`src/rtl/core/i128d_pkg.sv`:
```
// Shared types and constants for the 128-bit integer divider.
`default_nettype none

package i128d_pkg;

    localparam int unsigned WORD_W     = 128;
    localparam int unsigned HALF_W     = 64;
    localparam int unsigned STEP_COUNT = 128;

    // Mode codes: bit 1 selects signed operands, bit 0 selects the remainder.
    typedef enum logic [1:0] {
        MODE_UDIV = 2'd0,
        MODE_UREM = 2'd1,
        MODE_SDIV = 2'd2,
        MODE_SREM = 2'd3
    } i128d_mode_t;

    // Per-item state that travels down the divide pipeline.
    typedef struct packed {
        logic [WORD_W-1:0] rem;      // partial remainder
        logic [WORD_W-1:0] nq;       // dividend bits out at the top, quotient bits in at the bottom
        logic [WORD_W-1:0] den;      // divisor magnitude
        logic              want_rem;
        logic              neg_res;  // negate the selected result
        logic              dz;
    } i128d_work_t;

endpackage

`default_nettype wire

```
`src/rtl/core/i128d_step.sv`:
```
// One restoring-division stage: shift in a dividend bit, compare, subtract.
`default_nettype none

module i128d_step
    import i128d_pkg::*;
(
    input  wire logic         clk,
    input  wire logic         rst_n,
    input  wire logic         advance,
    input  wire logic         prev_valid,
    input  wire i128d_work_t  prev_work,
    output logic              valid,
    output i128d_work_t       work
);

    logic            valid_reg;
    i128d_work_t     work_reg;
    i128d_work_t     work_next;
    logic [WORD_W:0]   shifted;
    logic [WORD_W+1:0] diff;
    logic              ge;

    always_comb
    begin
        // 129-bit partial remainder: the shifted-out top bit is kept, so large
        // divisors compare correctly.
        shifted = {prev_work.rem, prev_work.nq[WORD_W-1]};
        diff    = {1'b0, shifted} - {2'b00, prev_work.den};
        ge      = ~diff[WORD_W+1];

        work_next     = prev_work;
        work_next.rem = ge ? diff[WORD_W-1:0] : shifted[WORD_W-1:0];
        work_next.nq  = {prev_work.nq[WORD_W-2:0], ge};
    end

    always_ff @(posedge clk or negedge rst_n)
    begin
        if (!rst_n)
        begin
            valid_reg <= 1'b0;
        end
        else if (advance)
        begin
            valid_reg <= prev_valid;
        end
    end

    always_ff @(posedge clk)
    begin
        if (advance)
        begin
            work_reg <= work_next;
        end
    end

    assign valid = valid_reg;
    assign work  = work_reg;

endmodule

`default_nettype wire

```
`config.mk`:
```
export PLATFORM = sky130hd
export DESIGN_NAME = i128d_step
export DESIGN_NICKNAME = d
export VERILOG_FILES = /design/src/rtl/core/i128d_pkg.sv /design/src/rtl/core/i128d_step.sv
export SDC_FILE = /design/constraint.sdc
export NUM_CORES = 1
export LEC_CHECK = 0
export ABC_AREA = 1
export BUFFER_PORTS_ARGS = -buffer_cell sky130_fd_sc_hd__buf_2
export CAP_MARGIN = 10
export CORE_AREA = 2 2 304 306
export CTS_BUF_LIST = sky130_fd_sc_hd__clkbuf_4 sky130_fd_sc_hd__clkbuf_8
export DETAILED_ROUTE_END_ITERATION = 16
export DIE_AREA = 0 0 306 308
export GPL_ROUTABILITY_DRIVEN = 0
export GPL_TIMING_DRIVEN = 0
export PLACE_DENSITY = 0.53
export SLEW_MARGIN = 20
export SYNTH_ARGS = -nofsm -noshare
export SYNTH_HDL_FRONTEND = slang
export SYNTH_SLANG_ARGS = --single-unit
```
`constraint.sdc`:
```
create_clock -name clk -period 0.8 [get_ports clk]
set_input_delay 0.08 -clock clk [delete_from_list [all_inputs] [get_ports clk]]
set_output_delay 0.08 -clock clk [all_outputs]
set_load 0.03 [all_outputs]
```
# Word level (Yosys, flattened, before mapping)
# Cells that the tools add are included.
[totals]
reg_bits = 388
inputBits = 391
wordCells = 10
[op_classes]
add_sub_neg = 1
muxes = 1
bitwise_logic = 1
[ops]
columns = ["operator", "count"]
rows = [
  ["subtractor 129 x 128 -> 130 bit", 1],
  ["two-way mux 128 bit", 1],
  ["inverter 1 bit", 1],
]

# Logic depth before layout (Yosys ltp)
# Gate-level depths: netlist of the first run.
[logic_depth]
word_depth = 2
ltp_mapped = 20

# Worst setup path after synthesis of the first run
# No wires, ideal clock.
[synth_timing]
path_type = "input to register"
from = "input port prev_work[42] (netlist bit)"
to = "register work_reg (netlist bit work[357]) (data pin)"
setup_ps = 253
arrival_ps = 1759
setup_slack_ps = -1212
path_stages = 18
path_cell_list = "inv_1 > ha_1 > nand2_1 > nor2_2 > inv_2 > nor2_4 > inv_2 > nor2_4 > inv_2 > nor2_4 > nand2_4 > nand2_4 > nand2_2 > buf_6 > buf_6 > buf_6 > nand3_2 > nand2_1"
[synth_lines]
columns = ["element", "line_no", "text"]
rows = [
  ["start: declaration", "i128d_step.sv:11", "input wire i128d_work_t prev_work,"],
  ["end signal: assignment", "i128d_step.sv:52", "work_reg <= work_next;"],
  ["end: declaration", "i128d_step.sv:17", "i128d_work_t work_reg;"],
]

==> flow_summary.yaml, run 1 <==
floorplanning:
  pin_count: 779
  dieArea_um2: 94200
  start_util_pct: 30.9
  die_x_um: 306
  coreArea_um2: 91000
  rows: 111
  die_h_um: 308
worst_setup_path:
  arrival_ns: 2.18
  critPathLaunchType: "primary input"
  rr_startpoint: "valid$_DFFE_PN0P_"
  r2r_slack_ns: 0.05
  critPathMaxFanout: 4
  r2r_end: "valid$_DFFE_PN0P_"
  end_kind: "register"
  worst-setup-path-type: "primary input to register"
  crit_required_ns: 1.26
  r2r_cells: 1
synthesis:
  synth_cells: 4060
  synth_xor_area_share_pct: 1.96
  ys_ff_latch: 388
  avgSynthCellArea_um2: 6.92
  muxShareOfSynthArea_pct: 0.0401
  yosys_warnings: 0
  yosys.area.top_type: "edfxtp_1"
  synth_flop_cell: "edfxtp_1"
  async_flop_share_pct: 0.258
  ys_top_cells_by_area: "edfxtp_1, nand2_1, inv_1"
  synth_most_common_cell: "nand2_1"
  synthAdderAreaFrac_pct: 5.77
  syn_area_um2: 28100
  ys_seq_area_share_pct: 41.5
  synth_cell_types: 36
  synth_common_cells: "nand2_1, inv_1, edfxtp_1"
  synth_edf_count: 387
  synth-compound-area-share_pct: 2.14
  synth_top_cell_area_share_pct: 41.4
  synth_top_family_by_area: "simple AND/OR/NAND/NOR gates"
  syn_nets: 4580
  yosys.area_share.simple_pct: 34.5
layout:
  multi_input_area_um2: 16800
  n_fill_cell: 9082
  final_nets: 5904
  area_growth_syn_to_layout_pct: 58.3
  design_area_um2: 44500
  register_area_um2: 11600
  largest_reg_flops: 387
  final_util_pct: 48.9
  layout-drive-gt1-share_pct: 35.1
pwr:
  ir_drop_v: 0.00128
  p_leak_nw: 22.6
  power_density_nw_per_um2: 1690
  finalPower_mw: 75.2
sta:
  min_period_ns: 1.72
  slew_headroom_pct: 61.3
  setup-violations-final: 717
  min_period_over_period_pct: 215
  worst_slack_ns: -0.920
  fmax_mhz: 582
  final_max_slew_viol_count: 0
  worstMarginPinSlew_ns: 0.581
  hold_viol: 114
  skew_ns: 0
  holdWs_ns: -0.420
  rsz0062_at_grt: "true"
clock_network:
  cts.path.max_buffers: 3
  root_buffer: "clkbuf_8"
  clk_pin_slew_ns: 0.05
  tritoncts: "done"
  clock_sinks: 388
  cts_made_buffers: 76
  insertion_delay_ns: 0.75
  htree_num_levels: 3
route:
  vias_per_cell: 4.65
  drtPass1Iterations: 7
  vias: 30834
  wirelength_mm: 141
  drtIter0Drc: 2305
  remaining_drc_errors: 0
  ant_nets: 0
  wl_per_cell_um: 21.2
placement:
  dpl_cell_area_um2: 35300
  port-buffer-count: 778
  place_hpwl_mm: 113
grt:
  grt_use_total_pct: 28.6
  grt_pass1_wl_mm: 194
  grt_start_max_net_pins: 96
  grt_overflow: 0
  grt_pass1_vias: 29552
  grt_antenna_before_repair: 35
worst_hold_path:
  hold_class: "primary input to register"
  whs_path_depth: 1
  hold_start: "prev_work[3]"
  min_to: "work[3]$_DFFE_PP_"
flow_run:
  cap_violations: 0
run_status:
  status: "finished with violations"
  violations: "hold timing, setup timing"
## power breakdown
part	leakage, nW	internal, mW	switching [mW]
clock	0.821	11.9	9.67
combinational	17.9	9.68	18.4
sequential	3.80	25.0	0.536
## what timing repair did
| item | CTS | global route |
|---|---|---|
| cloned | 2 | 0 |
| hold buffers | 294 | 82 |
| hold endpoints to repair | 443 | 185 |
| setup buffers | 61 | 25 |
| setup endpoints to repair | 705 | 712 |
| pin swaps | 98 | 51 |
| resized for setup | 602 | 291 |
## cells by family after synthesis
family / Yosys count
multiplexers: 1
XOR/XNOR: 63
buffers and inverters: 1011
AND/OR/NAND/NOR: 2352
AO/OA/AOI/OAI: 116
adder cells (fa/ha/maj): 129
flip-flops: 388
## final cells by class
type                            instances  share of cell area, %
Antenna cell                           10                 0.0563
Buffer                                 42                   1.22
Clock buffer                           89                   2.57
Clock inverter                         41                  0.982
Inverter                              969                   8.26
Multi-Input combinational cell       2661                   37.7
Sequential cell                       388                   26.2
Tap cell                             1186                   3.34
Timing Repair Buffer                 1246                   19.7
## cells in the final DEF (no fill, tap or decap), types with 9 or more instances in the layout
cell / synthesis / final
a21oi_1: 95 / 66
edfxtp_1: 387 / 387
o21ai_0: 12 / 9
nand4_1: 31 / 31
a21oi_2: 1 / 21
buf_2: 12 / 743
ha_4: 0 / 127
a21oi_4: 0 / 9
nand3b_1: 20 / 20
nor2_1: 287 / 159
clkbuf_4: 0 / 13
diode_2: 0 / 10
nor2_2: 16 / 78
dlygate4sd3_1: 0 / 376
nand3_1: 249 / 203
nand3_2: 31 / 56
clkinv_1: 1 / 15
nor2_4: 7 / 73
clkbuf_8: 0 / 78
buf_6: 20 / 26
buf_12: 0 / 20
buf_4: 1 / 108
nor3_2: 1 / 15
nand2_2: 10 / 228
xor2_1: 62 / 62
inv_2: 31 / 126
inv_1: 937 / 832
clkinv_2: 0 / 12
nand2_4: 3 / 99
nand2_1: 1659 / 1343
nand3_4: 0 / 21
inv_4: 0 / 9
## worst max path at each step
stage	start	endpoint	slack, ns	depth (start not counted)
2_1_floorplan	prev_work[9]	work[383]$_DFFE_PP_	-1.12	20
3_3_place_gp	advance	valid$_DFFE_PN0P_	-6.88	2
3_5_place_dp	prev_work[57]	work[379]$_DFFE_PP_	-2.23	14
4_1_cts	prev_work[51]	work[373]$_DFFE_PP_	-0.82	16
5_1_grt	prev_work[16]	work[381]$_DFFE_PP_	-0.97	17
6_report	prev_work[64]	work[370]$_DFFE_PP_	-0.92	16
## worst max-delay path: stages
cell	delay [ns]
buf_4	0.10
inv_1	0.06
ha_4	0.30
nand2_4	0.07
nor2_2	0.26
nand2_1	0.09
nand2_1	0.19
inv_1	0.08
nand2_1	0.14
nand2_1	0.07
nand2_1	0.17
nand2_1	0.15
nand3_1	0.11
nand2_1	0.05
nand3_1	0.14
nand2_1	0.09
## metrics by stage
step	setup slack (ns)	setup TNS (ns)	cells	hold WS [ns]
finish	-0.920	-395.41	6632	-0.420
global placement	-6.88	-2746.26	6024	-0.145
detailed placement	-2.23	-542.22	6028	-0.144
global route	-0.972	-438.31	6629	-0.453
CTS	-0.816	-400.74	6515	-0.539
floorplan	-1.12	-135.91	4060	-0.216
## per-layer routing
layer	GRT usage (%)	part of all wire, %
met5	0	0.14
met1	31.8	37
met2	49.9	48
met3	6.36	7.8
met4	17.7	7.1
No activity file was read; power rests on OpenSTA's default activity.
==> run 2: changes to the inputs <==
PLACE_DENSITY = 0.51   (was 0.53)
clock period = 2.2 ns   (was 0.8 ns; I/O delays follow)
==> flow_summary.yaml, run 2 (synthesized netlist as in run 1, its figures left out) <==
sta:
  setup-violations-final: 1
  final_max_slew_viol_count: 0
  worstMarginPinSlew_ns: 0.588
  slew_headroom_pct: 60.8
  worst_slack_ns: -0.0219
  hold_viol: 0
  fmax_mhz: 450
  skew_ns: 0
  rsz0062_at_grt: "true"
  min_period_over_period_pct: 101
  min_period_ns: 2.22
  fin_tns_setup_ns: -0.0219
worst_setup_path:
  arrival_ns: 2.66
  critPathMaxFanout: 5
  crit_required_ns: 2.64
  r2r_cells: 1
  worst-setup-path-type: "primary input to register"
  critPathLaunchType: "primary input"
  end_kind: "register"
route:
  vias_per_cell: 4.60
  drtPass1Iterations: 6
  wl_per_cell_um: 20.8
  remaining_drc_errors: 0
  drtIter0Drc: 2629
  ant_nets: 0
  wirelength_mm: 137
  vias: 30218
grt:
  grt_pass1_vias: 29054
  grt_antenna_before_repair: 30
  grt_use_total_pct: 28.1
  grt_overflow: 0
  grt_start_max_net_pins: 100
  grt_pass1_wl_mm: 190
floorplanning:
  rows: 111
  coreArea_um2: 91000
  pin_count: 779
  start_util_pct: 30.9
  die_x_um: 306
  die_h_um: 308
  dieArea_um2: 94200
layout:
  n_fill_cell: 9597
  final_common_cell: "nand2_1"
  area_growth_syn_to_layout_pct: 42.5
  mostFrequentLayoutCells: "nand2_1, inv_1, buf_2"
  layout-drive-gt1-share_pct: 23.1
  largest_reg_flops: 387
  final_util_pct: 44.0
  final_nets: 5838
clock_network:
  clk_pin_slew_ns: 0.07
  cts.path.max_buffers: 3
  insertion_delay_ns: 0.70
  cts_made_buffers: 74
  clock_sinks: 388
  tritoncts: "done"
  root_buffer: "clkbuf_8"
  htree_num_levels: 3
pwr:
  power_density_nw_per_um2: 637
  p_leak_nw: 21.4
  ir_drop_v: 0.000401
worst_hold_path:
  whs_path_depth: 5
  hold_class: "primary input to register"
placement:
  port-buffer-count: 778
  place_hpwl_mm: 112
  place_ws_ns: -1.22
flow_run:
  cap_violations: 0
run_status:
  status: "finished with violations"
  violations: "setup timing"
## run 2: changes by cell type in the layout (fill, tap and decap cells not counted), moves of 51 or more
cell | before | now
nor2_4 | 73 | 22
nand2_2 | 228 | 78
inv_2 | 126 | 32
ha_4 | 127 | 14
buf_4 | 108 | 7
ha_1 | 1 | 92
nand2_1 | 1343 | 1585
nor2_1 | 159 | 244
inv_1 | 832 | 936
nand2_4 | 99 | 9
## run 2: cell type report
class / count / area (um^2) / area share [%]
Multi-Input combinational cell: 2661 / 13300 / 33.3
Sequential cell: 388 / 11600 / 29.1
Timing Repair Buffer: 1182 / 8040 / 20.1
Inverter: 969 / 3640 / 9.09
Tap cell: 1186 / 1480 / 3.71
Clock buffer: 98 / 1200 / 3.01
Buffer: 42 / 382 / 0.953
Clock inverter: 29 / 274 / 0.685
Antenna cell: 11 / 27.5 / 0.0688
## run 2: where the power goes
group | total, mW | switching [mW] | internal [mW]
registers | 9.26 | 0.177 | 9.08
logic | 8.79 | 6.05 | 2.74
clock network | 7.46 | 3.41 | 4.05
## run 2: critical path: stages
cell	delay [ns]
buf_2	0.10
inv_1	0.05
ha_2	0.45
nand2_1	0.15
nor2_2	0.22
nand2_1	0.13
nor2_1	0.28
inv_1	0.10
nor3_1	0.37
nand2_1	0.25
nand2_1	0.11
nand2_1	0.05
nand3_1	0.09
nand2_1	0.07
## run 2: path summary, 6_finish.rpt
check | slack [ns] | endpoint | from
worst max-delay path | -0.02 | work[380]$_DFFE_PP_ | prev_work[68]
worst min-delay path | 0.1 | work[331]$_DFFE_PP_ | prev_work[330]
worst max register to register | 1.47 | valid$_DFFE_PN0P_ | valid$_DFFE_PN0P_
worst min register to register | 0.50 | valid$_DFFE_PN0P_ | valid$_DFFE_PN0P_
max in group asynchronous | 1.73 | valid$_DFFE_PN0P_ | rst_n
min in group asynchronous | 0.37 | valid$_DFFE_PN0P_ | rst_n
## run 2: stage by stage
step / cell area (um^2) / std cells / power (mW) / hold slack [ns]
2_1_floorplan: 28100 / 4060 / 14.1 / -0.0756
3_3_place_gp: 33500 / 6024 / 17.3 / -0.00447
3_5_place_dp: 33600 / 6028 / 17.3 / -0.00300
4_1_cts: 39200 / 6545 / 25.5 / -0.163
5_1_grt: 40000 / 6559 / 26.7 / 0.0677
6_report: 40000 / 6566 / 25.5 / 0.0965
## run 2: routing by layer
layer	track usage, %	up-vias	wire, um
met5	0	-	135
li1	-	14873	-
met2	49.2	1242	66300
met4	17.3	18	9050
met1	31.8	13781	51200
met3	5.12	304	9940
## run 2: repair_timing
| item | 4_1_cts | 5_1_grt |
|---|---|---|
| setup buffers | 0 | 8 |
| endpoints found under the setup margin | 66 | 121 |
| hold endpoints to repair | 442 | 1 |
| hold buffers | 390 | 1 |
| resized for setup | 56 | 187 |
| pin swaps | 0 | 9 |
| gates cloned | 0 | 1 |
