### config.mk
export PLATFORM = sky130hd
export DESIGN_NAME = i128d_post_flat
export DESIGN_NICKNAME = d
export VERILOG_FILES = /design/src/rtl/core/i128d_pkg.sv /design/src/rtl/core/i128d_ifs.sv /design/src/rtl/core/i128d_post.sv /design/src/flat_wrapper.sv
export SDC_FILE = /design/constraint.sdc
export NUM_CORES = 1
export LEC_CHECK = 0
export ABC_AREA = 1
export BUFFER_PORTS_ARGS = -buffer_cell sky130_fd_sc_hd__buf_2
export CORE_AREA = 2 2 203 205
export CTS_CLUSTER_DIAMETER = 40
export DETAILED_ROUTE_END_ITERATION = 8
export DIE_AREA = 0 0 205 207
export PLACE_DENSITY_LB_ADDON = 0.3
export SYNTH_ARGS = -nofsm -noshare
export SYNTH_HDL_FRONTEND = slang
export SYNTH_SLANG_ARGS = --single-unit
### constraint.sdc
create_clock -name clk -period 15.5 [get_ports clk]
set_input_delay 0.775 -clock clk [delete_from_list [all_inputs] [get_ports clk]]
set_output_delay 0.775 -clock clk [all_outputs]
set_load 0.005 [all_outputs]
### src/rtl/core/i128d_pkg.sv
// Shared types and constants for the 128-bit integer divider.
`default_nettype none

package i128d_pkg;

    localparam int unsigned WORD_W     = 128;
    localparam int unsigned HALF_W     = 64;
    localparam int unsigned STEP_COUNT = 128;

    // Mode codes: bit 1 selects signed operands, bit 0 selects the remainder.
    typedef enum logic [1:0] {
        MODE_UDIV = 2'd0,
        MODE_UREM = 2'd1,
        MODE_SDIV = 2'd2,
        MODE_SREM = 2'd3
    } i128d_mode_t;

    // Per-item state that travels down the divide pipeline.
    typedef struct packed {
        logic [WORD_W-1:0] rem;      // partial remainder
        logic [WORD_W-1:0] nq;       // dividend bits out at the top, quotient bits in at the bottom
        logic [WORD_W-1:0] den;      // divisor magnitude
        logic              want_rem;
        logic              neg_res;  // negate the selected result
        logic              dz;
    } i128d_work_t;

endpackage

`default_nettype wire

### src/rtl/core/i128d_ifs.sv
// Request and response channel interfaces of the 128-bit integer divider.
`default_nettype none


interface i128d_rsp_if;
    logic        valid;
    logic        ready;
    logic [63:0] result_hi;
    logic [63:0] result_lo;
    logic        divide_by_zero;

    modport source (
        output valid, result_hi, result_lo, divide_by_zero,
        input  ready
    );
    modport sink (
        input  valid, result_hi, result_lo, divide_by_zero,
        output ready
    );
endinterface

`default_nettype wire

### src/rtl/core/i128d_post.sv
// Result stage: select and sign-correct the result, output register and skid slot.
`default_nettype none

module i128d_post
    import i128d_pkg::*;
(
    input  wire logic         clk,
    input  wire logic         rst_n,
    input  wire logic         tail_valid,
    input  wire i128d_work_t  tail_work,
    output logic              advance,
    i128d_rsp_if.source       rsp
);

    logic              out_valid_reg;
    logic              out_valid_next;
    logic [WORD_W-1:0] out_res_reg;
    logic [WORD_W-1:0] out_res_next;
    logic              out_dz_reg;
    logic              out_dz_next;
    logic              skid_valid_reg;
    logic              skid_valid_next;
    logic [WORD_W-1:0] skid_res_reg;
    logic              skid_dz_reg;
    logic [WORD_W-1:0] sel_res;
    logic [WORD_W-1:0] tail_res;
    logic              out_free;
    logic              tail_in;

    // Hold the whole pipeline only while the skid slot is occupied.
    assign advance = ~skid_valid_reg;

    always_comb
    begin
        sel_res  = tail_work.want_rem ? tail_work.rem : tail_work.nq;
        tail_res = tail_work.neg_res ? (~sel_res + {{(WORD_W-1){1'b0}}, 1'b1}) : sel_res;
        out_free = ~out_valid_reg | rsp.ready;
        tail_in  = tail_valid & advance;

        out_valid_next  = out_valid_reg;
        out_res_next    = out_res_reg;
        out_dz_next     = out_dz_reg;
        skid_valid_next = skid_valid_reg;

        if (out_free)
        begin
            if (skid_valid_reg)
            begin
                out_valid_next  = 1'b1;
                out_res_next    = skid_res_reg;
                out_dz_next     = skid_dz_reg;
                skid_valid_next = 1'b0;
            end
            else
            begin
                out_valid_next = tail_in;
                out_res_next   = tail_res;
                out_dz_next    = tail_work.dz;
            end
        end
        else if (tail_in)
        begin
            skid_valid_next = 1'b1;
        end
    end

    always_ff @(posedge clk or negedge rst_n)
    begin
        if (!rst_n)
        begin
            out_valid_reg  <= 1'b0;
            skid_valid_reg <= 1'b0;
        end
        else
        begin
            out_valid_reg  <= out_valid_next;
            skid_valid_reg <= skid_valid_next;
        end
    end

    always_ff @(posedge clk)
    begin
        out_res_reg <= out_res_next;
        out_dz_reg  <= out_dz_next;
        if (~out_free & tail_in)
        begin
            skid_res_reg <= tail_res;
            skid_dz_reg  <= tail_work.dz;
        end
    end

    assign rsp.valid          = out_valid_reg;
    assign rsp.result_hi      = out_res_reg[WORD_W-1:HALF_W];
    assign rsp.result_lo      = out_res_reg[HALF_W-1:0];
    assign rsp.divide_by_zero = out_dz_reg;

    // Skid fills only when a held result blocks a delivered item.
    a_skid_fill: assert property (@(posedge clk) disable iff (!rst_n)
        $rose(skid_valid_reg) |-> $past(out_valid_reg && !rsp.ready && tail_valid))
        else $error("skid slot filled while output was free");

    // Skid is never occupied behind an empty output register.
    a_skid_behind_out: assert property (@(posedge clk) disable iff (!rst_n)
        skid_valid_reg |-> out_valid_reg)
        else $error("skid slot valid with empty output register");

    // A taken output with a full skid is refilled from the skid next cycle.
    a_skid_drain: assert property (@(posedge clk) disable iff (!rst_n)
        (skid_valid_reg && rsp.ready) |=> (out_valid_reg && !skid_valid_reg))
        else $error("skid slot did not drain into output register");

endmodule

`default_nettype wire

### src/flat_wrapper.sv
// flat-port wrapper written by rule: the top's interface ports become plain ports
module i128d_post_flat import i128d_pkg::*;
  (clk, rst_n, tail_valid, tail_work, advance, rsp_valid, rsp_result_hi, rsp_result_lo, rsp_divide_by_zero, rsp_ready);
  i128d_rsp_if rsp_i ();
  input  wire logic clk;
  input  wire logic rst_n;
  input  wire logic tail_valid;
  input  wire i128d_work_t tail_work;
  output logic advance;
  output wire logic [$bits(rsp_i.valid)-1:0] rsp_valid;
  output wire logic [$bits(rsp_i.result_hi)-1:0] rsp_result_hi;
  output wire logic [$bits(rsp_i.result_lo)-1:0] rsp_result_lo;
  output wire logic [$bits(rsp_i.divide_by_zero)-1:0] rsp_divide_by_zero;
  input wire logic [$bits(rsp_i.ready)-1:0] rsp_ready;
  assign rsp_valid = rsp_i.valid;
  assign rsp_result_hi = rsp_i.result_hi;
  assign rsp_result_lo = rsp_i.result_lo;
  assign rsp_divide_by_zero = rsp_i.divide_by_zero;
  assign rsp_i.ready = rsp_ready;
  i128d_post u_core (.clk(clk), .rst_n(rst_n), .tail_valid(tail_valid), .tail_work(tail_work), .advance(advance), .rsp(rsp_i));
endmodule
# Word level (Yosys, flattened, before mapping)
# Index checks and enable logic that the tools add are counted.
[word_totals]
regBits = 260
latchBits = 0
mem_bits_rw = 0
mem_bits_ro = 0
in_bits = 391
output_inout_bits = 131
word_cells = 22
mem_count = 0
[classes]
n_addsub = 1
multipliers = 0
div = 0
n_lt_le_gt_ge = 0
n_eq_ne = 0
shift = 0
n_mux = 7
n_bitwise = 7
n_reduce_logical = 1
[ops]
columns = ["operator", "n"]
rows = [
  ["128-bit 2-to-1 mux", 3],
  ["128-bit by 1-bit adder with 128-bit output (second input constant)", 1],
  ["128-bit NOT", 1],
  ["1-bit 2-to-1 mux", 4],
  ["1-bit NOT", 3],
  ["1-bit bitwise AND", 2],
  ["2-bit nonzero test", 1],
  ["1-bit bitwise OR", 1],
]

# Depth between registers and ports, before layout
# Gate-level depths: netlist (run 1).
[logic_depth]
depth_word = 5
ltp_mapped = 19
mapped_depth_nobuf = 16

# Worst setup path before layout (run 1)
# OpenSTA, ideal clock, no wires.
[synth_path]
path_type = "input-to-reg"
start = "input port rsp_ready"
end = "register u_core.skid_dz_reg, enable pin"
setup_time_ns = 1.225
arrival_time_ns = 8.990
required_ns = 14.275
path_slack_ns = 5.285
stages = 3
path_buffers = 0
cell_sequence = "inv_1 -> nand2_1 -> nor2_1"
[synth_via]
elab_chain_len = 3
[synth_rtl]
columns = ["item", "line", "source"]
rows = [
  ["start, declared", "flat_wrapper.sv:14", "input wire logic [$bits(rsp_i.ready)-1:0] rsp_ready;"],
  ["1-bit bitwise OR", "i128d_post.sv:37", "out_free = ~out_valid_reg | rsp.ready;"],
  ["1-bit NOT", "i128d_post.sv:85", "if (~out_free & tail_in)"],
  ["1-bit bitwise AND", "i128d_post.sv:85", ""],
  ["end signal, assigned", "i128d_post.sv:88", "skid_dz_reg <= tail_work.dz;"],
  ["end, declared", "i128d_post.sv:24", "logic skid_dz_reg;"],
]
# No other way between the ends.
# A chain may end at the register's enable or synchronous reset.

# Final worst setup path (run 1)
[layout_path]
start = "input port tail_work[2] (netlist name)"
end = "register u_core.out_res_reg[118], data pin"
[layout_via]
elab_chain_len = 5
[layout_rtl]
columns = ["item", "line", "source"]
rows = [
  ["start, declared", "flat_wrapper.sv:8", "input wire i128d_work_t tail_work;"],
  ["128-bit 2-to-1 mux *", "i128d_post.sv:35", "sel_res = tail_work.want_rem ? tail_work.rem : tail_work.nq;"],
  ["128-bit NOT", "i128d_post.sv:36", "tail_res = tail_work.neg_res ? (~sel_res + {{(WORD_W-1){1'b0}}, 1'b1}) : sel_res;"],
  ["128-bit by 1-bit adder with 128-bit output", "i128d_post.sv:36", ""],
  ["128-bit 2-to-1 mux *", "i128d_post.sv:36", ""],
  ["128-bit 2-to-1 mux *", "i128d_post.sv:47", "if (skid_valid_reg)"],
  ["end signal, assigned", "i128d_post.sv:83", "out_res_reg <= out_res_next;"],
  ["end, declared", "i128d_post.sv:17", "logic [WORD_W-1:0] out_res_reg;"],
]
# Every way passes the cells marked *; elsewhere a longest branch is shown, timed or not.

==> impl_metrics.csv, run 1 <==
group,metric,value,unit
global_routing,grt_pass1_vias,18150,
finish,num_antenna_cells,0,
timing,achievable-frequency,0.2155,GHz
worst_setup_path,required,15.81,ns
clocking,numCtsBuffers,39,
logic_synthesis,synth-seq-area-share,41.69,%
job,drv_cap,0,
worst_setup_path,worst-r2r-cell-count,4,
worst_setup_path,crit_path_end,"u_core.out_res_reg[118]",
logic_synthesis,yosysWarnings,0,
logic_synthesis,synth_ff_type,"edfxtp_1",
power_and_ir_drop,leakage,11.05,nW
worst_setup_path,r2r_end,"u_core.skid_res_reg[106]",
worst_setup_path,cp_top_family,"simple AND/OR/NAND/NOR gates",
logic_synthesis,synth_edf_count,258,
worst_setup_path,r2r_start,"u_core.skid_valid_reg",
finish,post-route-util,55.07,%
finish,layout.nets,3616,
clocking,path_clk_slew,0.05,ns
global_routing,grt_util_all_layers,32.95,%
global_routing,grt_pass1_wl,105400,microns
floorplan,core_area,40370,sq um
worst_setup_path,cp_num_cells,14,
routing,firstDrtPassIters,8,
timing,finalCriticalPeriod,4.640,ns
place,globalplace.congestion,0.9822,
clocking,htreeDepth,2,
place,post-dp-hpwl,56610,microns
routing,wl_met3,4785,microns
worst_setup_path,r2r_slack,12.76,ns
routing,top_layer,"met4",
timing,setup_viol,0,
timing,hold_viol,0,
place,pre_cts_ws,10.47,ns
clocking,postCtsSetupBuffers,0,
routing,drtIter0Drc,1827,
logic_synthesis,synth_cell_types,34,
finish,num-fill-cells,4021,
timing,setup_ws,10.86,ns
clocking,cts_tree,"done",
timing,worstMarginPinSlew,0.9783,ns
routing,vias,19270,
logic_synthesis,synth_seq_cells,260,
finish,mostFrequentLayoutCells,"nand2_1 (1404), buf_2 (391), nor2_1 (382), inv_1 (325), edfxtp_1 (258)",
worst_setup_path,critPathBufInv,3,
timing,maxSlewViolCount,0,
clocking,post_cts_resized,0,
global_routing,grt_overflow,0,
floorplan,die_h,207,microns
global_routing,grt_max_degree,130,
power_and_ir_drop,ir_drop,0.09551,mV
routing,wl,70950,microns
worst_setup_path,arrival,4.95,ns
logic_synthesis,synth_nets,3260,
run_status,status,"completed",
floorplan,dieArea,42440,sq um
timing,rsz0062_at_grt,"false",
routing,drtAntennaViolNets,0,
place,port_buffers,393,
worst_setup_path,crit_type,"primary input to register",
floorplan,row_count,74,
min_path,hp-class,"primary input to register",
routing,wl_met2,33050,microns
clocking,cts_sinks,260,
worst_setup_path,critical-path-slowest-cell,"buf_4",
clocking,cts_hold_buffers,1,
logic_synthesis,syn_area_per_cell,6.521,sq um
floorplan,start_util,46.33,%
clocking,clk_path_buf_depth,3,
routing,drc,0,
global_routing,antenna_found_initial,2,
clocking,clock_latency,0.57,ns
worst_setup_path,worstPathMaxFanout,82,
power_and_ir_drop,powerDensity,99.78,nW/um^2
timing,timing.setup.tns,0,ns
worst_setup_path,crit_top_cell,"nand2_1",
finish,area_growth,18.86,%
worst_setup_path,end_kind,"register",
worst_setup_path,cp-startpoint,"tail_work[2]",
timing,slew_headroom,34.78,%
floorplan,die_w,205,microns
routing,wl_per_cell,18.75,microns
timing,finalClockSkew,0.01886,ns
logic_synthesis,async_flop_share,0.7692,%
timing,fin_crit_sh,29.94,%
worst_setup_path,max_stage_delay,0.73,ns
finish,drive_gt1_share,16.45,%
logic_synthesis,post_synth_inst_count,2868,
clocking,cts-root-buf,"clkbuf_16",
routing,vias_per_cell,5.092,
worst_setup_path,worstSetupStartpointType,"primary input",
floorplan,pin_count,522,
finish,layout_commonest_cell,"nand2_1",
routing,met1_length,31720,microns
logic_synthesis,syn-cell-area,18700,sq um
worst_setup_path,path_cells,"buf_6 -> inv_4 -> buf_4 -> nand2_1 -> nand2_1 -> nand2_1 -> nor2_1 -> nand2_1 -> nor2_1 -> nand3_1 -> o21ai_1 -> nand3_1 -> nand3_1 -> nand2_1",
==> power breakdown <==
| part | switching, W | internal [W] |
|---|---|---|
| combinational | 0.000284 | 0.000136 |
| sequential | 0.0000227 | 0.000861 |
| clock | 0.000357 | 0.000558 |
| total | 0.000664 | 0.00155 |
==> worst min path at each step <==
stage,startpoint,endpoint,slack (ns),cells past startpoint
2_1_floorplan,rst_n,u_core.rsp.valid,0.48,0
3_3_place_gp,u_core.skid_res_reg[126],u_core.out_res_reg[126],0.50,2
3_5_place_dp,u_core.skid_res_reg[40],u_core.out_res_reg[40],0.51,2
4_1_cts,tail_work[0],u_core.skid_dz_reg,0.40,1
5_1_grt,tail_work[0],u_core.skid_dz_reg,0.41,1
6_report,tail_work[0],u_core.skid_dz_reg,0.42,1
==> stage by stage <==
stage,total power [W],instances,hold WS (ns),cell area (sq um)
final,0.002218,3784,0.4174,22230
after global routing,0.002306,3784,0.4138,22230
after CTS,0.002225,3784,0.4014,22230
after detailed placement,0.001311,3714,0.5059,20890
after global placement,0.001304,3714,0.5009,20890
after floorplan,0.001146,2868,0.4794,18700
==> worst register-to-register path, stage by stage, from the launching register on <==
cell,delay [ns]
dfrtp_4,0.91
clkinv_2,0.60
nand2_1,0.25
nor2_4,0.05
buf_12,0.25
==> routing by layer <==
metal | global-route usage (%) | vias up
li1 | - | 9542
met1 | 46.61 | 8842
met2 | 54.50 | 808
met4 | 6.748 | 0
met5 | 0 | -
met3 | 3.823 | 76
==> cell usage after synthesis, types with 10 or more instances <==
library cell  count  area [sq um]
xor2_1           45         394.1
o21ai_0          49         245.2
nand2_2          13         81.33
nor2_2           23         143.9
nand2_1        1405          5274
inv_1           326          1224
nand4_1          11         68.82
o21ai_1          40         200.2
buf_6            19         214.0
buf_1            11         41.29
nor2_1          383          1438
edfxtp_1        258          7747
nand3_1         164         820.8
buf_4            13         97.59
o21ai_2          10         87.58
clkbuf_1         37         138.9
and2_1           19         118.9
==> logic make-up after synthesis <==
kind of cell,Yosys count,synth area share (%)
xor gates and xnor gates,50,2.462
DFF,260,41.69
adders and majority gates,1,0.06689
AOI/OAI and AO/OA,104,3.004
and+or+nand+nor,2033,43.09
buffers and inverters,420,9.687
==> cell type report <==
type | count | area, sq um | share of cell area, %
multi-input combinational | 2188 | 9109 | 40.97
sequential | 260 | 7801 | 35.09
timing repair buffer | 404 | 2073 | 9.326
inverter | 331 | 1246 | 5.606
clock buffer | 41 | 983.4 | 4.424
tap | 532 | 665.6 | 2.994
clock inverter | 28 | 351.6 | 1.582
Power figures use the tool's default switching activity.
==> run 2, diff against run 1 <==
Settings changed: CORE_AREA 2 2 203 205 to 2 2 201 203, DIE_AREA 0 0 205 207 to 0 0 203 205.
Clock period 15.5 ns to 4.83 ns, I/O delays scaled along.
==> impl_metrics.csv, run 2 (synthesis results as in run 1) <==
group,metric,value,unit
global_routing,grt_util_all_layers,33.90,%
global_routing,grt_pass1_vias,18200,
worst_setup_path,crit_type,"primary input to register",
routing,vias_per_cell,5.141,
finish,regArea,7801,sq um
worst_setup_path,arrival,3.63,ns
run_status,status,"completed",
timing,worstMarginPinSlew,0.9718,ns
job,drv_cap,0,
clocking,path_clk_slew,0.06,ns
power_and_ir_drop,ir_drop,0.3366,mV
clocking,htreeDepth,2,
floorplan,start_util,47.51,%
clocking,cts_hold_buffers,3,
floorplan,die_w,203,microns
place,post-dp-hpwl,56900,microns
timing,finalClockSkew,0.02754,ns
global_routing,grt_overflow,0,
clocking,clk_path_buf_depth,3,
power_and_ir_drop,intPower,0.004749,W
finish,mostFrequentLayoutCells,"nand2_1 (1404), buf_2 (391), nor2_1 (382), inv_1 (325), edfxtp_1 (258)",
floorplan,dieArea,41620,sq um
finish,drive_gt1_share,16.35,%
timing,timing.setup.tns,0,ns
power_and_ir_drop,pwr-share-comb,19.8,%
power_and_ir_drop,leakage,11.03,nW
timing,setup_viol,0,
timing,achievable-frequency,0.2990,GHz
worst_setup_path,cp_top_family,"simple AND/OR/NAND/NOR gates",
power_and_ir_drop,p_sw,0.002064,W
place,globalplace.congestion,0.9601,
finish,multi_input_comb_area,9117,sq um
power_and_ir_drop,powerDensity,307.7,nW/um^2
routing,wl,71400,microns
timing,fin_crit_sh,69.23,%
timing,finalCriticalPeriod,3.344,ns
worst_setup_path,end_kind,"register",
timing,hold_viol,0,
worst_setup_path,max_stage_delay,0.71,ns
worst_setup_path,worstSetupStartpointType,"primary input",
power_and_ir_drop,switching_share,30.30,%
floorplan,pin_count,522,
routing,drc,0,
worst_setup_path,worstPathMaxFanout,90,
clocking,cts_sinks,260,
clocking,cts-root-buf,"clkbuf_16",
finish,num-fill-cells,3842,
worst_setup_path,crit_top_cell,"nand2_1",
timing,rsz0062_at_grt,"false",
floorplan,die_h,205,microns
clocking,post_cts_resized,0,
timing,maxSlewViolCount,0,
global_routing,grt_max_degree,120,
finish,layout_commonest_cell,"nand2_1",
global_routing,antenna_found_initial,0,
min_path,hp-class,"primary input to register",
worst_setup_path,path_cells,"buf_6 -> inv_4 -> buf_12 -> nand2_1 -> nand2_1 -> nand2_1 -> nor2_1 -> nand2_1 -> nor2_1 -> nand2_1 -> o21ai_1 -> nand3_1 -> nand3_1 -> nand2_1",
worst_setup_path,critPathBufInv,3,
worst_setup_path,critical-path-slowest-cell,"inv_4",
routing,vias,19430,
floorplan,core_area,39370,sq um
place,port_buffers,393,
finish,area_growth,18.42,%
finish,layout.nets,3619,
clocking,cts_tree,"done",
clocking,postCtsSetupBuffers,0,
floorplan,row_count,73,
timing,slew_headroom,35.21,%
routing,drtAntennaViolNets,0,
timing,timing.hold.ws,0.02886,ns
routing,drtIter0Drc,1932,
finish,num_antenna_cells,0,
routing,firstDrtPassIters,5,
clocking,clock_latency,0.55,ns
routing,wl_per_cell,18.89,microns
clocking,numCtsBuffers,36,
worst_setup_path,required,5.12,ns
global_routing,grt_pass1_wl,105600,microns
power_and_ir_drop,clockPowerShare,38.5,%
power_and_ir_drop,seq_power_share,41.6,%
## run 2: cell count changes in the layout (fill, tap and decap cells not counted), sizes merged
cell,previous run,this run
clkinvlp,3,2
clkinv,11,14
clkbuf,41,40
buf,403,407
inv,340,338
dlygate4sd3,1,3
bufinv,5,2
## run 2: routing by layer
metal	up-vias	GRT usage, %	wire (microns)
met1	8961	46.88	31490
met5	-	0	0
met4	0	9.333	1931
met3	105	4.470	5073
met2	819	55.94	32900
li1	9541	-	-
## run 2: power by group through the flow
stage	clock network [W]	logic [W]	registers (W)
after detailed placement	0	0.00133	0.00288
final	0.00263	0.00135	0.00284
after global placement	0	0.00131	0.00288
after floorplan	0	0.000783	0.00288
after global routing	0.00272	0.00151	0.00285
after CTS	0.00264	0.00134	0.00284
## run 2: area by class of cell
class	instances	area share, %
clock inverters	25	1.085
clock buffers	40	4.231
multi-input cells	2188	41.17
flip-flops and latches	260	35.22
inverters	331	5.627
well taps	525	2.966
repair buffers	410	9.700
## run 2: worst min-delay path, cell delays in order
cell and delay (ns):
buf_2 0.09, o21ai_2 0.07, inv_1 0.07
## run 2: path summary, 6_finish.rpt
check                                       start                       to  slack, ns  depth (start not counted)
setup / recovery                     tail_work[2]  u_core.out_res_reg[125]       1.49                         14
hold / removal                     tail_work[131]   u_core.skid_res_reg[0]       0.03                          3
setup reg to reg            u_core.skid_valid_reg  u_core.skid_res_reg[95]       2.29                          5
hold reg to reg            u_core.skid_res_reg[7]    u_core.out_res_reg[7]       0.51                          2
max in group asynchronous                   rst_n    u_core.skid_valid_reg       4.68                          2
min in group asynchronous                   rst_n    u_core.skid_valid_reg       0.04                          2
## run 2: metrics by stage
step	setup WS, ns	power [W]	instances	cell area [sq um]	util (%)
2_1_floorplan	1.114	0.003661	2868	18720	-
3_3_place_gp	1.055	0.004183	3711	20940	53.19
3_5_place_dp	1.055	0.004210	3711	20940	53.19
4_1_cts	1.609	0.006823	3779	22150	56.26
5_1_grt	1.322	0.007079	3779	22150	56.26
6_report	1.486	0.006814	3779	22150	56.26
