`config.mk`:
```
export PLATFORM = sky130hd
export DESIGN_NAME = i128d_prep_flat
export DESIGN_NICKNAME = d
export VERILOG_FILES = /design/src/rtl/core/i128d_pkg.sv /design/src/rtl/core/i128d_ifs.sv /design/src/rtl/core/i128d_prep.sv /design/src/flat_wrapper.sv
export SDC_FILE = /design/constraint.sdc
export NUM_CORES = 1
export LEC_CHECK = 0
export ABC_CLOCK_PERIOD_IN_PS = 1500
export BUFFER_PORTS_ARGS = -buffer_cell sky130_fd_sc_hd__buf_4
export CORE_AREA = 4 4 250 252
export CTS_BUF_LIST = sky130_fd_sc_hd__clkbuf_4 sky130_fd_sc_hd__clkbuf_8
export DETAILED_ROUTE_END_ITERATION = 8
export DIE_AREA = 0 0 254 256
export PLACE_DENSITY_LB_ADDON = 0.08
export SKIP_LAST_GASP = 1
export SYNTH_ARGS = -nofsm -noshare
export SYNTH_HDL_FRONTEND = slang
export SYNTH_SLANG_ARGS = --single-unit
```
`constraint.sdc`:
```
create_clock -name clk -period 1.5 [get_ports clk]
set_input_delay 0.225 -clock clk [delete_from_list [all_inputs] [get_ports clk]]
set_output_delay 0.225 -clock clk [all_outputs]
set_load 0.01 [all_outputs]
```
`src/rtl/core/i128d_pkg.sv`:
```
// Shared types and constants for the 128-bit integer divider.
`default_nettype none

package i128d_pkg;

    localparam int unsigned WORD_W     = 128;
    localparam int unsigned HALF_W     = 64;
    localparam int unsigned STEP_COUNT = 128;

    // Mode codes: bit 1 selects signed operands, bit 0 selects the remainder.
    typedef enum logic [1:0] {
        MODE_UDIV = 2'd0,
        MODE_UREM = 2'd1,
        MODE_SDIV = 2'd2,
        MODE_SREM = 2'd3
    } i128d_mode_t;

    // Per-item state that travels down the divide pipeline.
    typedef struct packed {
        logic [WORD_W-1:0] rem;      // partial remainder
        logic [WORD_W-1:0] nq;       // dividend bits out at the top, quotient bits in at the bottom
        logic [WORD_W-1:0] den;      // divisor magnitude
        logic              want_rem;
        logic              neg_res;  // negate the selected result
        logic              dz;
    } i128d_work_t;

endpackage

`default_nettype wire

```
`src/rtl/core/i128d_ifs.sv`:
```
// Request and response channel interfaces of the 128-bit integer divider.
`default_nettype none

interface i128d_req_if;
    logic        valid;
    logic        ready;
    logic [1:0]  mode;
    logic [63:0] dividend_hi;
    logic [63:0] dividend_lo;
    logic [63:0] divisor_hi;
    logic [63:0] divisor_lo;

    modport source (
        output valid, mode, dividend_hi, dividend_lo, divisor_hi, divisor_lo,
        input  ready
    );
    modport sink (
        input  valid, mode, dividend_hi, dividend_lo, divisor_hi, divisor_lo,
        output ready
    );
endinterface


`default_nettype wire

```
`src/rtl/core/i128d_prep.sv`:
```
// Operand stage: takes magnitudes of signed operands and loads the pipeline.
`default_nettype none

module i128d_prep
    import i128d_pkg::*;
(
    input  wire logic   clk,
    input  wire logic   rst_n,
    input  wire logic   advance,
    i128d_req_if.sink   req,
    output logic        valid,
    output i128d_work_t work
);

    logic              valid_reg;
    logic              valid_next;
    i128d_work_t       work_reg;
    i128d_work_t       work_next;
    logic              is_signed;
    logic              n_neg;
    logic              d_neg;
    logic [WORD_W-1:0] n_raw;
    logic [WORD_W-1:0] d_raw;

    assign req.ready = advance;

    always_comb
    begin
        is_signed = req.mode[1];
        n_raw     = {req.dividend_hi, req.dividend_lo};
        d_raw     = {req.divisor_hi, req.divisor_lo};
        n_neg     = is_signed & n_raw[WORD_W-1];
        d_neg     = is_signed & d_raw[WORD_W-1];

        work_next.rem      = '0;
        work_next.nq       = n_neg ? (~n_raw + {{(WORD_W-1){1'b0}}, 1'b1}) : n_raw;
        work_next.den      = d_neg ? (~d_raw + {{(WORD_W-1){1'b0}}, 1'b1}) : d_raw;
        work_next.want_rem = req.mode[0];
        work_next.neg_res  = req.mode[0] ? n_neg : (n_neg ^ d_neg);
        work_next.dz       = (d_raw == '0);
        valid_next         = req.valid;
    end

    always_ff @(posedge clk or negedge rst_n)
    begin
        if (!rst_n)
        begin
            valid_reg <= 1'b0;
        end
        else if (advance)
        begin
            valid_reg <= valid_next;
        end
    end

    // Payload loads whenever the pipeline moves; bubbles carry don't-care data.
    always_ff @(posedge clk)
    begin
        if (advance)
        begin
            work_reg <= work_next;
        end
    end

    assign valid = valid_reg;
    assign work  = work_reg;

endmodule

`default_nettype wire

```
`src/flat_wrapper.sv`:
```
// flat-port wrapper written by rule: the top's interface ports become plain ports
module i128d_prep_flat import i128d_pkg::*;
  (clk, rst_n, advance, valid, work, req_valid, req_mode, req_dividend_hi, req_dividend_lo, req_divisor_hi, req_divisor_lo, req_ready);
  i128d_req_if req_i ();
  input  wire logic clk;
  input  wire logic rst_n;
  input  wire logic advance;
  output logic valid;
  output i128d_work_t work;
  input wire logic [$bits(req_i.valid)-1:0] req_valid;
  input wire logic [$bits(req_i.mode)-1:0] req_mode;
  input wire logic [$bits(req_i.dividend_hi)-1:0] req_dividend_hi;
  input wire logic [$bits(req_i.dividend_lo)-1:0] req_dividend_lo;
  input wire logic [$bits(req_i.divisor_hi)-1:0] req_divisor_hi;
  input wire logic [$bits(req_i.divisor_lo)-1:0] req_divisor_lo;
  output wire logic [$bits(req_i.ready)-1:0] req_ready;
  assign req_i.valid = req_valid;
  assign req_i.mode = req_mode;
  assign req_i.dividend_hi = req_dividend_hi;
  assign req_i.dividend_lo = req_dividend_lo;
  assign req_i.divisor_hi = req_divisor_hi;
  assign req_i.divisor_lo = req_divisor_lo;
  assign req_ready = req_i.ready;
  i128d_prep u_core (.clk(clk), .rst_n(rst_n), .advance(advance), .req(req_i), .valid(valid), .work(work));
endmodule
```
After elaboration in Yosys (flattened, before gate mapping)
Cells that the tools add are included.
Word-level totals
  register bits: 260
  bits in latches: 0
  bits in writable memories: 0
  ROM bits: 0
  output and inout port bits: 389
  logic and storage cells: 17
  memories: 0
Operators by class
  add/sub/neg operators: 2
  multipliers: 0
  div/mod/pow operators: 0
  order comparisons: 0
  eq/ne operators: 0
  shifts and indexed selects: 0
  mux-type cells: 3
  bitwise logic cells: 5
  reductions and logical operators: 1
Operators by type and width (number)
  adder 128 x 1 -> 128 bit (second input constant): 2
  2-to-1 mux 128 bit: 2
  inverter 128 bit: 2
  logical NOT 128 bit: 1
  AND 1 bit: 2
  2-to-1 mux 1 bit: 1
  XOR 1 bit: 1

Longest topological paths before layout
Gate-level depths: netlist of the first run.
  word-level depth: 3
  mapped depth: 9

Worst setup path before layout of the first run
OpenSTA, ideal clock, no wires.
  path type: input -> register
  start: input port req_divisor_lo[18]
  end: register u_core.work_reg, in the netlist u_core.work[104] (data pin)
  library setup time: 0.260 ns
  data arrival time: 2.546 ns
  data required time: 1.240 ns
  slack: -1.306 ns
  cell stages on the path: 7
  path through: or4_4 > or2_1 > or4_4 > buf_6 > or4b_4 > o31ai_2 > xnor2_1
RTL lines
  from (decl): RTL line flat_wrapper.sv:15  | input wire logic [$bits(req_i.divisor_lo)-1:0] req_divisor_lo;
  to (signal assigned): RTL line i128d_prep.sv:61  | work_reg <= work_next;
  to (decl): RTL line i128d_prep.sv:17  | i128d_work_t work_reg;

==> results of run 1 <==
-- area by class of cell --
class,instances,area (um2)
fillers,5502,28140
diodes,10,25.02
well taps,782,978.4
clock buffers,61,770.7
inverters,8,30.03
multi-input cells,1144,9986
clock inverters,28,315.3
flip-flops and latches,260,7802
repair buffers,1406,12080
-- power groups by stage --
stage,Combinational (mW),Sequential [mW],Clock (mW)
2_1_floorplan,1.44,9.70,0
3_3_place_gp,5.15,9.46,0
3_5_place_dp,5.15,9.45,0
4_1_cts,5.95,9.35,8.27
5_1_grt,6.44,9.39,8.57
6_report,6.09,9.34,8.00
-- per-layer routing --
layer,vias to the layer above,GRT usage (%)
met5,-,0
met4,0,8.808
met3,129,4.359
met2,627,40.07
met1,8584,29.74
li1,8119,-
-- what timing repair did --
item	in CTS	in global routing
buffers inserted	59	49
hold endpoints to repair	199	0
pin swaps	129	106
hold buffers	200	0
gates resized for setup	382	153
endpoints found under the setup margin	263	250
-- cell families after synthesis --
group / share of synthesized area [%]
buf+inv: 7.421
compound gates: 8.296
mux: 0.07220
other cells: 0.02405
xor+xnor: 14.04
fa+ha+maj: 0.1604
flops: 50.03
simple gates: 19.95
-- through the flow --
step	hold slack [ns]	setup TNS [ns]	power [mW]
2_1_floorplan	-0.07059	-145.33	11.14
3_3_place_gp	0.003118	-228.67	14.61
3_5_place_dp	0.003082	-229.51	14.59
4_1_cts	0.0007134	-56.34	23.57
5_1_grt	0.0003896	-76.85	24.41
6_report	0.04575	-74.35	23.42
-- critical path, stage by stage --
cell and delay [ns]:
buf_6 0.09, or4_4 0.55, or2_4 0.26, or4_4 0.53
or4b_4 0.64, o31ai_4 0.21, xnor2_1 0.09
-- cell usage in the layout, fill, tap and decap left out, drive strengths merged, types with 11 or more instances in the layout --
cell type / count
a21oi: 71
a31oi: 40
and2: 13
buf: 1206
clkbuf: 61
clkinv: 19
conb: 128
dlygate4sd3: 200
edfxtp: 259
nand2: 62
nand2b: 11
nand3: 22
nand4: 32
nor2: 118
nor3: 87
nor4: 73
o21ai: 29
o31ai: 30
o41ai: 18
or2: 13
or3: 46
or4: 48
xnor2: 102
xor2: 148
-- worst min path at each step --
stage / startpoint / to / slack [ns] / depth (start not counted)
floorplan: rst_n / u_core.valid$_DFFE_PN0P_ / -0.07 / 0
global placement: rst_n / u_core.valid$_DFFE_PN0P_ / 0.003 / 1
detailed placement: rst_n / u_core.valid$_DFFE_PN0P_ / 0.003 / 1
CTS: req_divisor_lo[25] / u_core.work[28]$_DFFE_PP_ / 0.0007 / 3
global route: req_divisor_lo[45] / u_core.work[48]$_DFFE_PP_ / 0.0004 / 3
finish: req_dividend_lo[24] / u_core.work[155]$_DFFE_PP_ / 0.05 / 3
==> flow_summary.toml, run 1 <==
[outcome]
status = "finished, violations left"
violations = "setup timing"

[routing]
wl_met1_um = 33210
dr.pass1.iters = 7
drc = 0
ant_nets = 0
wl_um = 80520
highest_layer = "met4"
route.met3.wl_um = 5052
met2_length_um = 39520
vias = 17460
viasPerCell = 4.720
drt_iter0_drc = 963
wire_per_inst_um = 21.77

[grt]
grt_pass1_vias = 18380
grtUsageTotal_pct = 23.56
gr-total-overflow = 0
grt_pass1_wl_um = 115900
antenna_found_initial = 10
grt_max_degree = 54

[sta]
hold_violations = 0
fin_crit_sh_pct = 147.1
relSlewSlack_pct = 63.22
finalSetupViolations = 196
slew_violations = 0
rsz0062_at_grt = "yes"
fin_ws_ns = -0.7072
worst_pin_slew_ns = 0.5467
fmax_mhz = 453.1
period_minus_slack_ns = 2.207
finClkSkew_ns = 0

[logic_synthesis]
yosys-top-cells-count = "259 x edfxtp_1, 148 x xor2_1, 129 x buf_4, 118 x nor2_1, 102 x xnor2_1"
synthArstFlopShare_pct = 0.3846
ys_seq_area_share_pct = 50.03
yosysMostFrequentCell = "edfxtp_1"
synthesis.area_um2 = 15590
synth-seq-cells = 260
ys_top_cells_by_area = "edfxtp_1 50%, xor2_1 8.3%, buf_4 6.2%, xnor2_1 5.7%, nor2_1 2.8%"
postSynthCellCount = 1454
synth.top_cell.area_share_pct = 49.87
synth_top_flop_cell = "edfxtp_1"
synth_edf_count = 259
synth.distinct_cells = 53
yosysWarnings = 0
synth_largest_area_cell = "edfxtp_1"
syn_avg_cell_area_um2 = 10.73

[final_layout]
final_nets = 3133
drive_gt1_share_pct = 57.31
post-route-util_pct = 53.20
stdcell_area_um2 = 31990
final_cells = 3699
largest_reg_flops = 259
synthToLayoutAreaGrowth_pct = 105.1

[critical_path]
critPathCapture = "u_core.work[104]$_DFFE_PP_"
worstReg2RegStart = "u_core.valid$_DFFE_PN0P_"
startpoint = "req_divisor_lo[18]"
critPathKind = "in -> reg"
path_max_fanout = 4
cp_data_required_time_ns = 1.89
arrival_ns = 2.60
end_kind = "register"
startpoint_type = "input port"
timing.reg2reg.setup_slack_ns = 0.19
worst_r2r_path_depth = 2
timing.rr.end = "u_core.valid$_DFFE_PN0P_"

[pwr]
p_leak_nw = 13.43
pwr-share-comb_pct = 26.0
power.internal_mw = 16.79
p_switching_mw = 6.630
seqPwrFrac_pct = 39.9
irDropWorstVdd_mv = 0.7680
switching_share_pct = 28.30
power_density_nw_per_um2 = 732.3
p_clk_share_pct = 34.1

[clocking]
clk_latency_ns = 0.60
clockBufferDepth = 3
cts_sinks = 260
path_clk_slew_ns = 0.06
root_buffer = "clkbuf_8"
cts_inserted_buffers = 49
cts_tree = "done"
h-tree-depth = 2

[placed_design]
dpl_cell_area_um2 = 25520
dp.cells = 3315
gp_congestion = 0.9103
dp_hpwl_um = 62420
dp_slack_ns = -1.409
port_buffers = 522

[die]
initial_utilization_pct = 25.93
die_x_um = 254
num_io_pins = 651
design.core.area_um2 = 60130
die_area_um2 = 65020
rows = 90
die_h_um = 256

[job]
drv_cap = 0

[hold_path]
hp-class = "in -> reg"
(Power assumes the default switching activity.)
==> run 2, diff against run 1 <==
GPL_TIMING_DRIVEN = 0   (was not set)
==> flow_summary.toml, run 2 (synthesis gave the netlist of run 1 again) <==
[routing]
wl_met1_um = 33530
dr.pass1.iters = 5
drt_iter0_drc = 960
ant_nets = 0
route.met3.wl_um = 6680
wl_um = 82100
met2_length_um = 38830
highest_layer = "met4"
wire_per_inst_um = 23.86
drc = 0
vias = 17030
viasPerCell = 4.948

[final_layout]
final_cell_mix = "702 x buf_4, 265 x dlygate4sd3_1, 259 x edfxtp_1"
final_nets = 2876
synthToLayoutAreaGrowth_pct = 92.64
post-route-util_pct = 49.96
largest_reg_flops = 259
drive_gt1_share_pct = 51.09
nFillCells = 5583
final_common_cell = "buf_4"

[placed_design]
gp_congestion = 0.8820
port_buffers = 520
dp_hpwl_um = 58800

[pwr]
p_clk_share_pct = 34.7
power.internal_mw = 16.38
p_leak_nw = 12.19
irDropWorstVdd_mv = 0.5818
seqPwrFrac_pct = 40.3
power_density_nw_per_um2 = 764.7
switching_share_pct = 28.69
p_switching_mw = 6.592
pwr-share-comb_pct = 24.9

[job]
drv_cap = 0

[sta]
whs_ns = 0.04407
rsz0062_at_grt = "yes"
finalSetupViolations = 200
setup_tns_ns = -85.30
fin_ws_ns = -0.7834
slew_violations = 0
finClkSkew_ns = 0
fmax_mhz = 437.9
period_minus_slack_ns = 2.283
fin_crit_sh_pct = 152.2
hold_violations = 0
worst_pin_slew_ns = 1.316
relSlewSlack_pct = 12.25

[die]
rows = 90
die_area_um2 = 65020
die_x_um = 254
design.core.area_um2 = 60130
initial_utilization_pct = 25.93
die_h_um = 256
num_io_pins = 651

[grt]
grt_pass1_vias = 17790
grtUsageTotal_pct = 23.74
grt_pass1_wl_um = 116600
gr-total-overflow = 0
grt_max_degree = 93
antenna_found_initial = 7

[clocking]
root_buffer = "clkbuf_8"
clk_latency_ns = 0.63
cts_tree = "done"
path_clk_slew_ns = 0.05
h-tree-depth = 2
cts_sinks = 260
clockBufferDepth = 3
cts_inserted_buffers = 51

[critical_path]
timing.rr.end = "u_core.valid$_DFFE_PN0P_"
critPathKind = "in -> reg"
critPathCapture = "u_core.work[104]$_DFFE_PP_"
end_kind = "register"
worst_r2r_path_depth = 1
cp_data_required_time_ns = 1.87
path_max_fanout = 4
arrival_ns = 2.66
startpoint = "req_divisor_lo[16]"
startpoint_type = "input port"
timing.reg2reg.setup_slack_ns = 0.75
worstReg2RegStart = "u_core.valid$_DFFE_PN0P_"

[outcome]
status = "finished, violations left"
violations = "setup timing"

[hold_path]
hp-class = "in -> reg"
## run 2: changes by cell type in the layout (fill, tap and decap cells not counted), moves of 12 or more
cell           delta
buf_8            +14
clkbuf_2         +12
buf_4           -313
dlygate4sd3_1    +65
nor2_1           -14
xnor2_2          -13
buf_12           -26
xnor2_1          +14
buf_6            -33
## run 2: through the flow
stage          power, mW  cells  area (um2)  worst slack [ns]
5_1_grt            23.96   3440       30040           -0.7415
6_report           22.97   3441       30040           -0.7834
3_5_place_dp       14.01   2885       21930            -2.032
4_1_cts            23.03   3392       28600           -0.7599
3_3_place_gp       14.03   2883       21870            -2.120
2_1_floorplan      11.14   1581       16990            -1.238
## run 2: worst min path at each step
stage,from,to,cells past startpoint
floorplan,rst_n,u_core.valid$_DFFE_PN0P_,0
global placement,rst_n,u_core.valid$_DFFE_PN0P_,1
detailed placement,rst_n,u_core.valid$_DFFE_PN0P_,1
CTS,req_dividend_lo[12],u_core.work[145]$_DFFE_PP_,3
global route,req_dividend_lo[24],u_core.work[156]$_DFFE_PP_,3
finish,req_divisor_hi[5],u_core.work[74]$_DFFE_PP_,3
## run 2: worst max-delay path, stage by stage
cell	delay, ns
buf_8	0.10
or4_4	0.56
or2_4	0.27
or4_4	0.53
or4b_4	0.64
o31ai_4	0.21
xnor2_1	0.12
## run 2: area by class of cell
cell class	instances	area (um2)	area share (%)
antenna	7	17.52	0.05831
buffer	162	1191	3.965
clock buffer	62	797.0	2.653
clock inverter	31	291.5	0.9704
inverter	8	30.03	0.09995
multi-input combinational	1144	10160	33.81
sequential	260	7802	25.97
tap	782	978.4	3.257
timing repair buffer	985	8776	29.21
## run 2: power by group through the flow
stage	logic, mW	clock network [mW]	registers (mW)
floorplan	1.44	0	9.70
global placement	4.61	0	9.43
detailed placement	4.61	0	9.40
CTS	5.50	8.26	9.28
global route	6.08	8.56	9.32
finish	5.73	7.98	9.27
## run 2: routing by layer
metal	up-vias	global-route usage [%]
met5	-	0
met4	0	8.656
met3	166	5.751
met2	799	38.74
met1	8436	30.58
li1	7624	-
## run 2: what timing repair did
action                                  in CTS  in global routing
cloned                                       0                  1
endpoints found under the setup margin     258                250
resized for setup                          368                251
hold buffers                               265                  0
buffers inserted                           153                 61
endpoints found under the hold margin      256                  0
pin swaps                                  140                223
==> run 3, diff against run 2 <==
PLACE_DENSITY = 0.45   (was not set)
PLACE_DENSITY_LB_ADDON = not set   (was 0.08)
==> flow_summary.toml, run 3 (synthesis gave the netlist of run 1 again) <==
[sta]
relSlewSlack_pct = 12.65
period_minus_slack_ns = 2.244
hold_violations = 0
worst_pin_slew_ns = 1.310
setup_tns_ns = -71.39
fin_crit_sh_pct = 149.6
fin_ws_ns = -0.7438
finalSetupViolations = 204
fmax_mhz = 445.7
rsz0062_at_grt = "yes"
slew_violations = 0
finClkSkew_ns = 0

[critical_path]
cp_data_required_time_ns = 1.90
timing.rr.end = "u_core.valid$_DFFE_PN0P_"
arrival_ns = 2.65
worst_r2r_path_depth = 1
timing.reg2reg.setup_slack_ns = 0.69
critPathCapture = "u_core.work[82]$_DFFE_PP_"
slowest_stage = "or4_4"
end_kind = "register"
startpoint = "req_divisor_lo[19]"
worstReg2RegStart = "u_core.valid$_DFFE_PN0P_"
critPathKind = "in -> reg"
critPathMostFrequentCell = "buf_6"
path_max_fanout = 4
max_stage_delay_ns = 0.55
startpoint_type = "input port"
path_cells = "buf_6 -> or4_4 -> or2_4 -> or4_4 -> buf_6 -> buf_6 -> nor4b_4 -> a21oi_2 -> xor2_1"

[grt]
grt_max_degree = 105
gr-total-overflow = 0
grt_pass1_wl_um = 119700
grtUsageTotal_pct = 24.60
antenna_found_initial = 10
grt_pass1_vias = 17750

[final_layout]
nFillCells = 5592
final_cells = 3431
largest_reg_flops = 259
drive_gt1_share_pct = 49.75
synthToLayoutAreaGrowth_pct = 91.09
final_cell_mix = "687 x buf_4, 266 x dlygate4sd3_1, 259 x edfxtp_1"
final_nets = 2866
final_common_cell = "buf_4"

[routing]
dr.pass1.iters = 5
ant_nets = 0
wl_um = 84560
wire_per_inst_um = 24.65
viasPerCell = 5.014
vias = 17200
drt_iter0_drc = 1427
drc = 0

[die]
rows = 90
die_h_um = 256
initial_utilization_pct = 25.93
design.core.area_um2 = 60130
die_x_um = 254
die_area_um2 = 65020
num_io_pins = 651

[clocking]
cts_inserted_buffers = 51
path_clk_slew_ns = 0.06
h-tree-depth = 2
cts_sinks = 260
clockBufferDepth = 3
root_buffer = "clkbuf_8"
cts_tree = "done"
clk_latency_ns = 0.64

[hold_path]
hp-class = "in -> reg"
worst_hold_path.num_cells = 3
hp-start = "req_dividend_hi[33]"

[pwr]
p_leak_nw = 12.17
irDropWorstVdd_mv = 0.4924
power_density_nw_per_um2 = 757.1

[outcome]
violations = "setup timing"
status = "finished, violations left"

[placed_design]
port_buffers = 520
dp.cells = 2885
dp_hpwl_um = 61020
gp_congestion = 0.8959

[job]
drv_cap = 0
==> run 3: cell types whose count changed in the layout (fill, tap and decap cells not counted), sizes merged <==
| cell | before | now |
|---|---|---|
| bufinv | 6 | 3 |
| clkbuf | 93 | 95 |
| clkinvlp | 1 | 3 |
| bufbuf | 0 | 1 |
| buf | 851 | 839 |
| dlygate4sd3 | 265 | 266 |
| diode | 7 | 10 |
| clkinv | 24 | 20 |
==> run 3: layout make-up <==
| cell class | instances | area (um2) | area share, % |
|---|---|---|---|
| flip-flops and latches | 260 | 7804 | 26.19 |
| clock inverters | 26 | 200.2 | 0.6718 |
| repair buffers | 975 | 8737 | 29.32 |
| well taps | 782 | 978.4 | 3.283 |
| clock buffers | 64 | 799.5 | 2.683 |
| plain buffers | 162 | 1185 | 3.976 |
| multi-input cells | 1144 | 10040 | 33.70 |
| diodes | 10 | 25.02 | 0.08397 |
| inverters | 8 | 30.03 | 0.1008 |
==> run 3: worst min path at each step <==
stage | to | slack [ns]
finish | u_core.work[229]$_DFFE_PP_ | 0.06
global route | u_core.work[184]$_DFFE_PP_ | 0.02
CTS | u_core.work[153]$_DFFE_PP_ | -0.05
detailed placement | u_core.valid$_DFFE_PN0P_ | 0.003
global placement | u_core.valid$_DFFE_PN0P_ | 0.002
floorplan | u_core.valid$_DFFE_PN0P_ | -0.07
==> run 3: worst max-delay path, delay by kind of cell <==
kind            cells  cell delay [ns]
compound gates      1             0.11
buf+inv             3             0.37
simple gates        4             1.76
xor+xnor            1             0.18
==> run 3: timing repair <==
| action | in CTS | in global routing |
|---|---|---|
| hold buffers | 265 | 2 |
| setup endpoints to repair | 280 | 231 |
| cloned | 1 | 0 |
| gates resized for setup | 422 | 143 |
| hold endpoints to repair | 296 | 27 |
| pin swaps | 166 | 154 |
| setup buffers | 145 | 45 |
==> run 3: power breakdown <==
group	switching (mW)	total (mW)	internal (mW)
clock	3.47	7.47	4.00
sequential	0.346	9.30	8.95
combinational	2.87	5.79	2.92
total	6.69	22.6	15.9
==> run 3: metal layers <==
layer / vias to the layer above / GRT usage, % / routed length [um]
li1: 7599 / - / -
met1: 8532 / 32.03 / 34540
met2: 910 / 40.28 / 40050
met3: 161 / 5.111 / 6645
met4: 0 / 9.174 / 3324
met5: - / 0 / 0
==> run 3: metrics by stage <==
| step | utilization [%] | total power [mW] | setup slack (ns) | hold WS (ns) | instance area [um2] |
|---|---|---|---|---|---|
| 4_1_cts | 47.77 | 22.63 | -0.7493 | -0.04525 | 28730 |
| 3_5_place_dp | 36.47 | 14.06 | -2.129 | 0.003100 | 21930 |
| 5_1_grt | 49.56 | 23.47 | -0.7612 | 0.02214 | 29800 |
| 3_3_place_gp | 36.37 | 14.07 | -2.131 | 0.001713 | 21870 |
| 6_report | 49.56 | 22.56 | -0.7438 | 0.05631 | 29800 |
| 2_1_floorplan | - | 11.14 | -1.238 | -0.07059 | 16990 |
